--- src/rtl/strict_priority_multi_ring_queue_macros.svh ---
// Assertion macros used by the back end of the strict priority ring queue RTL.
`ifndef STRICT_PRIORITY_MULTI_RING_QUEUE_MACROS_SVH
`define STRICT_PRIORITY_MULTI_RING_QUEUE_MACROS_SVH

// Check that cons holds in the same cycle as ante.
`define SPQ_ASSERT_SAME(label, clk, rst, ante, cons) \
  label: assert property (@(posedge clk) disable iff (rst) (ante) |-> (cons)) \
    else $error("spq assertion failed");

// Check that cons holds in the cycle after ante.
`define SPQ_ASSERT_NEXT(label, clk, rst, ante, cons) \
  label: assert property (@(posedge clk) disable iff (rst) (ante) |=> (cons)) \
    else $error("spq assertion failed");

`endif

--- src/rtl/spq_pkg.sv ---
// Shared types and codes of the strict priority ring queue.
package spq_pkg;

  localparam logic OP_ENQ = 1'b0;
  localparam logic OP_DEQ = 1'b1;

  localparam logic [1:0] KIND_ACK  = 2'd0;
  localparam logic [1:0] KIND_POP  = 2'd1;
  localparam logic [1:0] KIND_NONE = 2'd2;

  localparam logic [2:0] COUNT_MAX = 3'd7;

  // depths of the command queue and the result queue
  localparam int CQ_DEPTH = 2;
  localparam int OQ_DEPTH = 4;

  // classified command word, payload travels beside it
  typedef struct packed {
    logic       op;
    logic       lvl_ok;
    logic [2:0] level;
    logic       batch_end;
    logic [2:0] count;
  } cmd_t;

  // result word without its payload
  typedef struct packed {
    logic [1:0] kind;
    logic       accepted;
    logic [2:0] added_count;
    logic [1:0] prio;
    logic       last;
  } res_t;

endpackage

--- src/rtl/spq_fifo.sv ---
// Small register FIFO used for the command and result queues.
module spq_fifo #(
  parameter int WIDTH = 16,
  parameter int DEPTH = 4
) (
  input  logic                       clk,
  input  logic                       rst,
  input  logic                       push,
  input  logic [WIDTH-1:0]           din,
  output logic                       full,
  input  logic                       pop,
  output logic [WIDTH-1:0]           dout,
  output logic                       empty,
  output logic [$clog2(DEPTH+1)-1:0] count
);

  localparam int PW = (DEPTH > 1) ? $clog2(DEPTH) : 1;
  localparam int CW = $clog2(DEPTH + 1);

  logic [WIDTH-1:0] slots [DEPTH];
  logic [PW-1:0]    wr_ptr;
  logic [PW-1:0]    rd_ptr;
  logic [CW-1:0]    fill;
  logic             do_push;
  logic             do_pop;

  assign full    = (fill == CW'(DEPTH));
  assign empty   = (fill == '0);
  assign count   = fill;
  assign dout    = slots[rd_ptr];
  assign do_push = push && !full;
  assign do_pop  = pop && !empty;

  // store the incoming word
  always_ff @(posedge clk) begin
    if (do_push) begin
      slots[wr_ptr] <= din;
    end
  end

  // advance pointers and fill level
  always_ff @(posedge clk) begin
    if (rst) begin
      wr_ptr <= '0;
      rd_ptr <= '0;
      fill   <= '0;
    end else begin
      if (do_push) begin
        wr_ptr <= (wr_ptr == PW'(DEPTH - 1)) ? '0 : wr_ptr + 1'b1;
      end
      if (do_pop) begin
        rd_ptr <= (rd_ptr == PW'(DEPTH - 1)) ? '0 : rd_ptr + 1'b1;
      end
      if (do_push && !do_pop) begin
        fill <= fill + 1'b1;
      end else if (do_pop && !do_push) begin
        fill <= fill - 1'b1;
      end
    end
  end

endmodule

--- src/rtl/spq_front.sv ---
// Front end: classifies incoming words and queues them as commands.
module spq_front #(
  parameter int LEVELS        = 4,
  parameter int MAX_POP       = 4,
  parameter int PAYLOAD_WIDTH = 32
) (
  input  logic                                       clk,
  input  logic                                       rst,
  input  logic                                       push,
  output logic                                       full,
  input  logic                                       op,
  input  logic [2:0]                                 priority_req,
  input  logic [PAYLOAD_WIDTH-1:0]                   payload,
  input  logic                                       batch_end,
  input  logic [2:0]                                 pop_limit,
  input  logic                                       cmd_pop,
  output logic                                       cmd_empty,
  output logic [$bits(spq_pkg::cmd_t)+PAYLOAD_WIDTH-1:0] cmd_word
);
  import spq_pkg::*;

  localparam int CMDW = $bits(cmd_t) + PAYLOAD_WIDTH;

  cmd_t cmd;

  // classify: range check the level, clamp the pop count
  always_comb begin
    cmd           = '0;
    cmd.op        = op;
    cmd.lvl_ok    = (int'(priority_req) < LEVELS);
    cmd.level     = priority_req;
    cmd.batch_end = batch_end;
    cmd.count     = (int'(pop_limit) > MAX_POP) ? 3'(MAX_POP) : pop_limit;
  end

  spq_fifo #(
    .WIDTH (CMDW),
    .DEPTH (CQ_DEPTH)
  ) u_cmd_q (
    .clk   (clk),
    .rst   (rst),
    .push  (push),
    .din   ({cmd, payload}),
    .full  (full),
    .pop   (cmd_pop),
    .dout  (cmd_word),
    .empty (cmd_empty),
    .count ()
  );

endmodule

--- src/rtl/spq_back.sv ---
// Back end: ring indices, ring store and the enqueue/dequeue sequencer.
module spq_back #(
  parameter int RING_DEPTH    = 8,
  parameter int LEVELS        = 4,
  parameter int PAYLOAD_WIDTH = 32
) (
  input  logic                                           clk,
  input  logic                                           rst,
  input  logic                                           cmd_empty,
  input  logic [$bits(spq_pkg::cmd_t)+PAYLOAD_WIDTH-1:0] cmd_word,
  output logic                                           cmd_pop,
  input  logic [$clog2(spq_pkg::OQ_DEPTH+1)-1:0]         out_count,
  output logic                                           res_valid,
  output spq_pkg::res_t                                  res,
  output logic [PAYLOAD_WIDTH-1:0]                       res_payload
);
  import spq_pkg::*;
`include "strict_priority_multi_ring_queue_macros.svh"

  localparam int IW  = $clog2(RING_DEPTH);
  localparam int LW  = $clog2(LEVELS);
  localparam int AW  = $clog2(LEVELS * RING_DEPTH);
  localparam int OCW = $clog2(OQ_DEPTH + 1);

  localparam logic ST_IDLE = 1'b0;
  localparam logic ST_DEQ  = 1'b1;

  logic [PAYLOAD_WIDTH-1:0] ring_mem [LEVELS * RING_DEPTH];
  logic [PAYLOAD_WIDTH-1:0] rdata;

  logic [IW-1:0] rd_idx [LEVELS];
  logic [IW-1:0] wr_idx [LEVELS];

  logic          state, state_next;
  logic [LW-1:0] cur_lvl, cur_lvl_next;
  logic [2:0]    left, left_next;
  logic [2:0]    batch_cnt, batch_cnt_next;
  res_t          res_next;
  logic          issue;

  cmd_t                     cmd;
  logic [PAYLOAD_WIDTH-1:0] cmd_payload;
  logic [LEVELS-1:0]        nonempty;
  logic                     hit_found;
  logic [LW-1:0]            hit_lvl;
  logic [LW-1:0]            sel_lvl;
  logic [IW-1:0]            rd_sel, wr_sel, rd_nx, wr_nx;
  logic                     room;
  logic                     mem_we, mem_re, rd_we, wr_we;
  logic                     enq_ok;
  logic                     pop_last;
  logic [AW-1:0]            base_addr;

  assign cmd         = cmd_t'(cmd_word[$bits(cmd_t)+PAYLOAD_WIDTH-1 -: $bits(cmd_t)]);
  assign cmd_payload = cmd_word[PAYLOAD_WIDTH-1:0];

  // flag non-empty rings and pick the highest priority one
  always_comb begin
    hit_found = 1'b0;
    hit_lvl   = '0;
    for (int i = 0; i < LEVELS; i++) begin
      nonempty[i] = (rd_idx[i] != wr_idx[i]);
    end
    for (int i = LEVELS - 1; i >= 0; i--) begin
      if (nonempty[i]) begin
        hit_found = 1'b1;
        hit_lvl   = LW'(i);
      end
    end
  end

  // select the ring under work and its wrapped indices
  assign sel_lvl   = (state == ST_DEQ) ? cur_lvl : LW'(cmd.level);
  assign rd_sel    = rd_idx[sel_lvl];
  assign wr_sel    = wr_idx[sel_lvl];
  assign rd_nx     = (rd_sel == IW'(RING_DEPTH - 1)) ? '0 : rd_sel + 1'b1;
  assign wr_nx     = (wr_sel == IW'(RING_DEPTH - 1)) ? '0 : wr_sel + 1'b1;
  assign base_addr = AW'(sel_lvl) * AW'(RING_DEPTH);
  assign enq_ok    = cmd.lvl_ok && (wr_nx != rd_sel);
  assign pop_last  = (left == 3'd1) || (rd_nx == wr_sel);

  // hold off unless the result queue keeps a slot for this word
  assign room = ({1'b0, out_count} + (OCW + 1)'(res_valid)) < (OCW + 1)'(OQ_DEPTH);

  // sequence commands: one word per cycle at most
  always_comb begin
    cmd_pop        = 1'b0;
    issue          = 1'b0;
    res_next       = '0;
    mem_we         = 1'b0;
    mem_re         = 1'b0;
    rd_we          = 1'b0;
    wr_we          = 1'b0;
    state_next     = state;
    cur_lvl_next   = cur_lvl;
    left_next      = left;
    batch_cnt_next = batch_cnt;
    case (state)
      ST_IDLE: begin
        if (!cmd_empty && room) begin
          cmd_pop = 1'b1;
          if (cmd.op == OP_ENQ) begin
            issue          = 1'b1;
            res_next.kind  = KIND_ACK;
            res_next.last  = 1'b1;
            res_next.accepted = enq_ok;
            if (enq_ok) begin
              mem_we = 1'b1;
              wr_we  = 1'b1;
            end
            res_next.added_count = (enq_ok && batch_cnt < COUNT_MAX) ?
                                   batch_cnt + 1'b1 : batch_cnt;
            batch_cnt_next = cmd.batch_end ? '0 : res_next.added_count;
          end else if (cmd.count == '0 || !hit_found) begin
            issue         = 1'b1;
            res_next.kind = KIND_NONE;
            res_next.last = 1'b1;
          end else begin
            state_next   = ST_DEQ;
            cur_lvl_next = hit_lvl;
            left_next    = cmd.count;
          end
        end
      end
      ST_DEQ: begin
        if (room) begin
          issue         = 1'b1;
          mem_re        = 1'b1;
          rd_we         = 1'b1;
          res_next.kind = KIND_POP;
          res_next.prio = 2'(cur_lvl);
          res_next.last = pop_last;
          left_next     = left - 1'b1;
          if (pop_last) begin
            state_next = ST_IDLE;
          end
        end
      end
      default: begin
        state_next = ST_IDLE;
      end
    endcase
  end

  // write and read the ring store
  always_ff @(posedge clk) begin
    if (mem_we) begin
      ring_mem[base_addr + AW'(wr_sel)] <= cmd_payload;
    end
    if (mem_re) begin
      rdata <= ring_mem[base_addr + AW'(rd_sel)];
    end
  end

  // advance control state and ring indices
  always_ff @(posedge clk) begin
    if (rst) begin
      state     <= ST_IDLE;
      res_valid <= 1'b0;
      batch_cnt <= '0;
      for (int i = 0; i < LEVELS; i++) begin
        rd_idx[i] <= '0;
        wr_idx[i] <= '0;
      end
    end else begin
      state     <= state_next;
      res_valid <= issue;
      batch_cnt <= batch_cnt_next;
      if (rd_we) begin
        rd_idx[sel_lvl] <= rd_nx;
      end
      if (wr_we) begin
        wr_idx[sel_lvl] <= wr_nx;
      end
    end
  end

  // hold result fields beside the store read
  always_ff @(posedge clk) begin
    res     <= res_next;
    cur_lvl <= cur_lvl_next;
    left    <= left_next;
  end

  assign res_payload = (res.kind == KIND_POP) ? rdata : '0;

  `SPQ_ASSERT_SAME(a_res_has_slot, clk, rst, res_valid, out_count < OCW'(OQ_DEPTH))
  `SPQ_ASSERT_SAME(a_deq_ring_nonempty, clk, rst, state == ST_DEQ, nonempty[cur_lvl])
  `SPQ_ASSERT_NEXT(a_last_pop_idles, clk, rst, state == ST_DEQ && issue && pop_last,
                   state == ST_IDLE)
  `SPQ_ASSERT_SAME(a_no_cmd_in_deq, clk, rst, state == ST_DEQ, !cmd_pop)

endmodule

--- src/rtl/strict_priority_multi_ring_queue.sv ---
// Top level of the strict priority multi-ring queue.
//
// Input channel: a word is taken when push is high and full is low. op 0
// stores payload in the ring of priority_req (0 is highest) and answers with
// one ack; op 1 pops up to pop_limit entries, at most MAX_POP, from the highest
// priority ring that holds any, one result per entry, or a single "nothing" result.
// Result channel: the oldest result shows while empty is low and leaves when
// pop is high. last marks the final result caused by one input word.
// An enqueue or an empty dequeue is handled by the sequencer while idle; a
// dequeue that finds entries moves it to the dequeue state, where it pops them
// one at a time, as the ring store has a single read port, and takes no new
// word from the command queue until the last entry is popped.
// A two-entry command queue and a four-entry result queue sit between the
// channels and the sequencer; when pop stays low the result queue fills, the
// sequencer stops, then the command queue fills and full goes high.
// Reset empties both queues, all rings and the batch count; the ring store
// itself needs no clearing.
module strict_priority_multi_ring_queue #(
  parameter int RING_DEPTH    = 8,
  parameter int LEVELS        = 4,
  parameter int MAX_POP       = 4,
  parameter int PAYLOAD_WIDTH = 32
) (
  input  logic                     clk,
  input  logic                     rst,
  input  logic                     push,
  output logic                     full,
  input  logic                     op,
  input  logic [2:0]               priority_req,
  input  logic [PAYLOAD_WIDTH-1:0] payload,
  input  logic                     batch_end,
  input  logic [2:0]               pop_limit,
  output logic                     empty,
  input  logic                     pop,
  output logic [1:0]               kind,
  output logic                     accepted,
  output logic [2:0]               added_count,
  output logic [PAYLOAD_WIDTH-1:0] out_payload,
  output logic [1:0]               out_priority,
  output logic                     last
);
  import spq_pkg::*;

  localparam int CMDW = $bits(cmd_t) + PAYLOAD_WIDTH;
  localparam int RESW = $bits(res_t) + PAYLOAD_WIDTH;

  logic                           cmd_pop;
  logic                           cmd_empty;
  logic [CMDW-1:0]                cmd_word;
  logic [$clog2(OQ_DEPTH+1)-1:0]  out_count;
  logic                           res_valid;
  res_t                           res;
  logic [PAYLOAD_WIDTH-1:0]       res_payload;
  logic [RESW-1:0]                out_word;
  res_t                           out_res;

  spq_front #(
    .LEVELS        (LEVELS),
    .MAX_POP       (MAX_POP),
    .PAYLOAD_WIDTH (PAYLOAD_WIDTH)
  ) u_front (
    .clk          (clk),
    .rst          (rst),
    .push         (push),
    .full         (full),
    .op           (op),
    .priority_req (priority_req),
    .payload      (payload),
    .batch_end    (batch_end),
    .pop_limit    (pop_limit),
    .cmd_pop      (cmd_pop),
    .cmd_empty    (cmd_empty),
    .cmd_word     (cmd_word)
  );

  spq_back #(
    .RING_DEPTH    (RING_DEPTH),
    .LEVELS        (LEVELS),
    .PAYLOAD_WIDTH (PAYLOAD_WIDTH)
  ) u_back (
    .clk         (clk),
    .rst         (rst),
    .cmd_empty   (cmd_empty),
    .cmd_word    (cmd_word),
    .cmd_pop     (cmd_pop),
    .out_count   (out_count),
    .res_valid   (res_valid),
    .res         (res),
    .res_payload (res_payload)
  );

  spq_fifo #(
    .WIDTH (RESW),
    .DEPTH (OQ_DEPTH)
  ) u_res_q (
    .clk   (clk),
    .rst   (rst),
    .push  (res_valid),
    .din   ({res, res_payload}),
    .full  (),
    .pop   (pop),
    .dout  (out_word),
    .empty (empty),
    .count (out_count)
  );

  // unpack the oldest result word
  assign out_res      = res_t'(out_word[RESW-1 -: $bits(res_t)]);
  assign out_payload  = out_word[PAYLOAD_WIDTH-1:0];
  assign kind         = out_res.kind;
  assign accepted     = out_res.accepted;
  assign added_count  = out_res.added_count;
  assign out_priority = out_res.prio;
  assign last         = out_res.last;

endmodule

--- config.mk ---
export PLATFORM = sky130hd
export DESIGN_NAME = strict_priority_multi_ring_queue
export DESIGN_NICKNAME = d
export VERILOG_FILES = /design/src/rtl/spq_pkg.sv /design/src/rtl/spq_fifo.sv /design/src/rtl/spq_front.sv /design/src/rtl/spq_back.sv /design/src/rtl/strict_priority_multi_ring_queue.sv
export VERILOG_INCLUDE_DIRS = /design/src /design/src/rtl
export SDC_FILE = /design/constraint.sdc
export NUM_CORES = 1
export LEC_CHECK = 0
export BUFFER_PORTS_ARGS = -buffer_cell sky130_fd_sc_hd__buf_2
export CORE_ASPECT_RATIO = 2
export CORE_MARGIN = 8
export CORE_UTILIZATION = 40
export CTS_BUF_LIST = sky130_fd_sc_hd__clkbuf_4
export CTS_CLUSTER_DIAMETER = 50
export CTS_CLUSTER_SIZE = 24
export DETAILED_ROUTE_END_ITERATION = 8
export GPL_TIMING_DRIVEN = 0
export SLEW_MARGIN = 5
export SYNTH_ARGS = -nofsm -noshare
export SYNTH_HDL_FRONTEND = slang
export SYNTH_SLANG_ARGS = --single-unit
--- constraint.sdc ---
create_clock -name clk -period 9 [get_ports clk]
set_input_delay 1.8 -clock clk [delete_from_list [all_inputs] [get_ports clk]]
set_output_delay 1.8 -clock clk [all_outputs]
set_load 0.005 [all_outputs]
==> results_dict.tcl, run 1 <==
set metrics [dict create \
    status "completed" \
    postSynthCellCount 3427 \
    clk_pin_slew_ns 0.20 \
    synth_nets 3487 \
    area_growth_pct 9.37 \
    dp_hpwl_mm 97.8 \
    power_switching_mw 7.48 \
    antenna_left 0 \
    grtUsageTotal_pct 18.6 \
    cts-htree-levels 3 \
    drv_slew 0 \
    top_layer "met5" \
    maxCapViolations 0 \
    slowest_delay_ns 0.95 \
    cts_tree "done" \
    path_max_fanout 10 \
    synthArstFlopShare_pct 0 \
    fmax_mhz 175 \
    ctsRootBufferMaster "clkbuf_4" \
    port_buffers 86 \
    arrival_ns 6.68 \
    mostFrequentLayoutCells "edfxtp_1, nand2_1, mux2i_1, clkbuf_1" \
    grt_pass1_vias 29865 \
    dr_wl_met3_mm 9.99 \
    fin_nets 3707 \
    synth-main-ff-cell "edfxtp_1" \
    place_congestion 0.909 \
    clock_latency_ns 1.12 \
    dp_cells 5276 \
    via_per_inst 5.55 \
    ys_types 52 \
    drc_errors 0 \
    antenna_found_initial 7 \
    power-per-cell-area_nw_per_um2 313 \
    critPathLaunchType "flip-flop" \
    wl_met1_mm 53.1 \
    wl_per_cell_um 25.4 \
    fp.dieH_um 530 \
    cts_buffers 88 \
    coreArea_um2 132000 \
    yosysSeqAreaShare_pct 76.5 \
    dr.pass1.iters 6 \
    postCtsSetupRepairBufs 0 \
    postRouteWirelength_mm 138 \
    fin_skew_ns 0.109 \
    clockBufferDepth 3 \
    p_int_mw 10.6 \
    start_util_pct 40.1 \
    grt_pass1_wl_mm 200 \
    cts_resized 0 \
    comb_power_share_pct 39.6 \
    fin_crit_sh_pct 63.4 \
    regArea_um2 40500 \
    timing.critical_path.mode_cell "clkbuf_1" \
    layoutNonFillerInstCount 5444 \
    num_vias 30212 \
    multi_input_area_um2 11600 \
    crit_chain "buf_6 -> mux2_4 -> mux4_2 -> mux2i_1 -> buf_2 -> inv_1 -> clkbuf_1 -> clkbuf_1 -> clkbuf_1 -> ha_1 -> xnor2_1 -> xnor2_1 -> a32oi_1 -> o21ai_0 -> a21oi_1" \
    p_sw_share_pct 41.4 \
    synth_area_um2 52900 \
    grt_setup_unrepaired "no" \
    die_w_um 273 \
    drt_iter0_drc 3289 \
    setup_viol 0 \
    required_ns 9.98 \
    worst_path_dominant_cell_family "buffers and inverters" \
    fp.dieArea_um2 145000 \
    num_rows 189 \
    relSlewSlack_pct 17.4 \
    clock-sinks 1357 \
    fillers 11674 \
    worst_pin_slew_ns 1.23 \
    syn_area_per_cell_um2 15.4 \
    crit_slowest_cell "clkbuf_1" \
    hp-class "flip-flop to flip-flop" \
    min_period_ns 5.70 \
    clkPwrFrac_pct 16.1 \
    critical_path_class "flip-flop to flip-flop" \
    cp-end-kind "flip-flop" \
    ys_ff_latch 1357 \
    grt-ovfl-total 0 \
    grt_max_degree 35 \
    hold_viol 0 \
    vdd_drop_max_mv 0.299 \
    mostFrequentLayoutCell "edfxtp_1" \
    drive_above_1_share_pct 12.4 \
    fin_setup_tns_ns 0 \
    synth_edf_count 1329 \
    yosysWarnings 0 \
    ios 87 \
    wl_met2_mm 68.6 \
    cp.buffers_inverters 6 \
    p_leak_nw 19.8 \
    power.share.sequential_pct 44.3 \
    cts_hold_buf 0 \
]
-- synthesized netlist by cell type (2+ instances only) --
cell	number	area, um2
edfxtp_1	1329	39900
nand2_1	720	2700
mux2i_1	176	1760
and3_1	163	1020
clkbuf_1	143	537
nand3_1	134	671
a31oi_1	132	826
a221oi_1	64	561
nor2_1	49	184
mux4_2	47	1060
o21ai_0	38	190
and2_1	37	231
a211oi_1	36	270
mux2_2	36	405
buf_2	35	175
nand4_1	34	213
a32oi_1	33	289
a22oi_1	32	240
dfxtp_1	28	561
inv_1	27	101
buf_1	24	90.1
ha_1	15	188
xor2_1	13	114
nor3_1	12	60.1
xnor2_1	12	105
a21oi_1	8	40.0
nor2b_1	8	50.1
o21bai_1	6	45.0
nand2b_1	4	25.0
a31o_2	3	26.3
or3_1	3	18.8
a21o_1	2	15.0
buf_4	2	15.0
mux2_4	2	30.0
nand3b_1	2	15.0
xnor2_2	2	32.5
-- through the flow --
step | setup slack (ns) | power [mW] | util (%) | cell area, um2 | hold slack (ns)
floorplan | 3.41 | 12.1 | - | 52900 | 0.438
CTS | 3.44 | 18.2 | 43.9 | 57900 | 0.502
detailed placement | 3.43 | 15.3 | 42.7 | 56400 | 0.475
finish | 3.30 | 18.1 | 43.9 | 57900 | 0.504
global route | 3.30 | 18.8 | 43.9 | 57900 | 0.496
global placement | 0.154 | 15.2 | 42.1 | 55500 | 0.451
-- worst paths after layout --
path                 startpoint              endpoint  cells past startpoint  slack [ns]
hold / removal    u_back.res[4]  u_res_q.slots[2][36]                      0        0.50
setup / recovery      flip-flop          u_back.state                     15        3.30
hold reg to reg   u_back.res[4]  u_res_q.slots[2][36]                      0        0.50
setup reg to reg      flip-flop          u_back.state                     15        3.30
-- sequential cells by signal, summed over array words and instances (netlist names), named ones only --
name / flops
u_back.left: 3
u_back.cur_lvl: 2
u_back.ring_mem: 1024
u_back.batch_cnt: 3
u_back.wr_idx: 12
u_res_q.count: 3
u_res_q.slots: 164
u_back.rdata: 32
u_res_q.rd_ptr: 2
u_front.u_cmd_q.rd_ptr: 1
u_front.u_cmd_q.count: 2
u_back.state: 1
u_back.res_valid: 1
u_front.u_cmd_q.wr_ptr: 1
u_front.u_cmd_q.slots: 80
u_res_q.wr_ptr: 2
u_back.rd_idx: 12
u_back.res: 9
-- power by group through the flow --
stage,clock network [mW],registers [mW],logic (mW)
after detailed placement,0,8.16,7.15
after CTS,2.97,8.02,7.17
after floorplan,0,8.12,3.96
final,2.90,8.02,7.17
after global placement,0,8.16,6.99
after global routing,3.18,8.05,7.56
-- layer usage --
metal | track usage (%) | vias up
met1 | 23.0 | 15235
met4 | 8.63 | 6
met3 | 3.16 | 225
met5 | 0 | -
met2 | 31.9 | 1223
li1 | - | 13523
-- worst register-to-register path, delay by kind of cell, from the launching register on --
family | cells | cell delay (ns)
xor+xnor | 2 | 0.31
mux | 3 | 0.76
compound gates | 3 | 0.63
fa+ha+maj | 1 | 0.30
flops | 1 | 0.36
buf+inv | 6 | 3.30
-- kinds of logic (layout without fill, tap and decap cells) --
| kind of cell | after synthesis | count (layout) | synth area share [%] |
|---|---|---|---|
| DFF | 1357 | 1357 | 76.5 |
| and+or+nand+nor | 1171 | 1171 | 9.88 |
| AOI/OAI and AO/OA | 360 | 360 | 4.84 |
| muxes | 261 | 261 | 6.15 |
| buffers and inverters | 235 | 527 | 1.81 |
| xor gates and xnor gates | 27 | 27 | 0.475 |
| adders and majority gates | 16 | 16 | 0.392 |
| other | 0 | 6 | 0 |
-- area by class of cell --
type / count / share of cell area, %
flip-flops and latches: 1357 / 69.9
multi-input cells: 1835 / 20.0
well taps: 1719 / 3.72
repair buffers: 130 / 2.07
plain buffers: 206 / 1.46
clock inverters: 66 / 1.39
clock buffers: 96 / 1.24
inverters: 29 / 0.197
diodes: 6 / 0.0259
Power figures use the tool's default switching activity.
==> run 2: changes to the inputs <==
Settings changed: ABC_AREA set to 1.
Clock period 9 ns to 5.3 ns, I/O delays scaled along.
==> run 2 against run 1 <==
- first-iteration DRC count decreased by 1.9%
- combinational power rose to 2.7 times the previous value
- synthesized area grew 0.88%
- worst hold slack got worse by 0.36 ns
- global-route usage is 3.5 points higher
- die area rose by 0.84%
- fmax rose by 14%
- cell count is 9.2% higher
- wire length is 19% higher
- largest power group is now combinational cells
==> results_dict.tcl, run 2 <==
set metrics [dict create \
    ctsRootBufferMaster "clkbuf_4" \
    clock_latency_ns 1.11 \
    antenna_found_initial 11 \
    synthAdderAreaFrac_pct 0.389 \
    postSynthCellCount 3993 \
    synth_compound_area_share_pct 10.3 \
    fin_crit_sh_pct 94.8 \
    required_ns 6.06 \
    ys_ff_latch 1357 \
    postCtsSetupRepairBufs 0 \
    mostFrequentLayoutCell "edfxtp_1" \
    place_congestion 0.996 \
    hold_viol 0 \
    mostFrequentLayoutCells "edfxtp_1, nor2_1, o21ai_0, buf_2, nand2_1" \
    min_from "op" \
    netlist.top_cell.by_area "edfxtp_1" \
    hp-class "input pin to flip-flop" \
    dp_cells 5844 \
    fillers 11938 \
    dp_hpwl_mm 118 \
    wl_per_cell_um 27.7 \
    synth-simple-area-share_pct 10.0 \
    dr.pass1.iters 6 \
    synth_common_cells "edfxtp_1, nor2_1, o21ai_0, nand2_1, o211ai_1" \
    grt_pass1_wl_mm 232 \
    synth_edf_count 1329 \
    fin_skew_ns 0.0918 \
    grt-ovfl-total 0 \
    synth-main-ff-cell "edfxtp_1" \
    p_total_mw 37.2 \
    num_vias 33506 \
    fin_nets 4255 \
    area_growth_pct 8.74 \
    fp.dieH_um 533 \
    synth_mux_area_share_pct 0.0937 \
    grt_setup_unrepaired "no" \
    relSlewSlack_pct 4.67 \
    p_leak_nw 18.5 \
    yosysTopAreaCellShare_pct 74.7 \
    synthArstFlopShare_pct 0 \
    syn_area_per_cell_um2 13.4 \
    setup_viol 0 \
    cts-htree-levels 3 \
    reg_top3 "u_back.ring_mem: 1024 flops, u_res_q.slots: 164 flops, u_front.u_cmd_q.slots: 80 flops" \
    critPathLaunchType "flip-flop" \
    synth_top_family_by_area "compound AO/OA/AOI/OAI gates" \
    cts_hold_buf 0 \
    num_rows 189 \
    synthXorXnorAreaFrac_pct 0.246 \
    synthTopCellsByArea "edfxtp_1, nor2_1, o21ai_0" \
    drc_errors 0 \
    synth_most_common_cell "edfxtp_1" \
    yosysWarnings 0 \
    postRouteWirelength_mm 165 \
    die_w_um 274 \
    synth_area_um2 53400 \
    critical_path_class "flip-flop to flip-flop" \
    vdd_drop_max_mv 0.463 \
    status "completed" \
    ios 87 \
    via_per_inst 5.64 \
    drive_above_1_share_pct 11.1 \
    synth_nets 4053 \
    ys_types 50 \
    drt_iter0_drc 3227 \
    clk_pin_slew_ns 0.23 \
    cts_resized 0 \
    start_util_pct 40.3 \
    path_max_fanout 20 \
    fin_setup_tns_ns 0 \
    antenna_left 0 \
    cts_buffers 68 \
    fmax_mhz 199 \
    coreArea_um2 133000 \
    layoutNonFillerInstCount 5944 \
    cts_tree "done" \
    largest_reg_flops 1024 \
    worst_pin_slew_ns 1.43 \
    min_period_ns 5.02 \
    port_buffers 86 \
    top_register "u_back.ring_mem" \
    grt_max_degree 33 \
    cp-end-kind "flip-flop" \
    fp.dieArea_um2 146000 \
    clockBufferDepth 3 \
    arrival_ns 5.78 \
    grtUsageTotal_pct 22.1 \
    clock-sinks 1357 \
    grt_pass1_vias 33402 \
    drv_slew 0 \
    maxCapViolations 0 \
    yosysSeqAreaShare_pct 75.8 \
    power-per-cell-area_nw_per_um2 640 \
]
==> run 2: cell types whose count changed after synthesis, moves of 47 or more <==
cell      previous run  this run
a221oi_1            64         0
a31oi_1            132         0
and3_1             163         2
buf_2               35       100
inv_1               27       101
mux2i_1            176         5
mux4_2              47         0
nand2_1            720       202
nor2_1              49       877
o211ai_1             0       160
o21ai_0             38       558
o21ai_1              0        52
o221ai_1             0        96
==> run 2: per-layer routing <==
layer,wire length (um),global-route usage (%)
met1,53100,22.0
met2,90000,42.1
met3,8960,2.76
met4,12700,14.7
met5,71,0
==> run 2: worst paths after layout <==
kind / end / slack [ns] / depth (start not counted)
worst max register to register: u_back.ring_mem[12][18] / 0.28 / 22
worst min register to register: u_res_q.slots[2][37] / 0.49 / 0
worst min-delay path: u_front.u_cmd_q.slots[0][40] / 0.15 / 1
worst max-delay path: u_back.ring_mem[12][18] / 0.28 / 22
==> run 2: final cells by class <==
type,count,area [um2],area share [%]
diodes,9,22.5,0.0388
plain buffers,254,1270,2.19
clock buffers,82,616,1.06
clock inverters,9,96.3,0.166
inverters,110,418,0.720
multi-input cells,2272,11600,20.0
flip-flops and latches,1357,40500,69.7
well taps,1719,2150,3.70
repair buffers,132,1410,2.43
==> run 2: worst max-delay path: stages, from the launching register on <==
cell and delay (ns):
dfxtp_1 0.35, buf_4 0.16, inv_2 0.06, buf_6 0.17
nand2_1 0.07, nand3_1 0.08, nand2_2 0.15, nor2_1 0.16
clkbuf_1 0.70, nand2_1 0.10, nand3_1 0.23, inv_2 0.08
ha_1 0.24, nand3_1 0.16, nand2_1 0.14, nand2_1 0.10
nand2_2 0.06, nand2_4 0.11, nand3_4 0.15, inv_4 0.14
nand2_2 0.31, nor2_4 0.68, buf_16 0.25
==> run 2: per-stage QoR <==
step | hold WS (ns) | instance area (um2) | setup slack (ns) | util, %
2_1_floorplan | 0.438 | 53400 | 0.957 | -
3_3_place_gp | 0.457 | 56000 | -1.55 | 42.2
3_5_place_dp | 0.472 | 57300 | 0.360 | 43.2
4_1_cts | 0.0184 | 58000 | 0.318 | 43.7
5_1_grt | 0.0567 | 58100 | 0.103 | 43.8
6_report | 0.146 | 58100 | 0.278 | 43.8
==> run 2: kinds of logic (layout without fill, tap and decap cells) <==
family | Yosys count | count (layout)
buffers and inverters | 364 | 587
other | 0 | 9
multiplexers | 5 | 5
flip-flops | 1357 | 1357
AND/OR/NAND/NOR | 1306 | 1306
adder cells (fa/ha/maj) | 16 | 16
AO/OA/AOI/OAI | 930 | 930
XOR/XNOR | 15 | 15
==> run 2: report_power, final <==
part	internal [mW]	total (mW)	switching (mW)
clock network	0.783	3.81	3.03
logic	4.78	19.7	14.9
registers	13.5	13.7	0.218
total	19.1	37.2	18.1
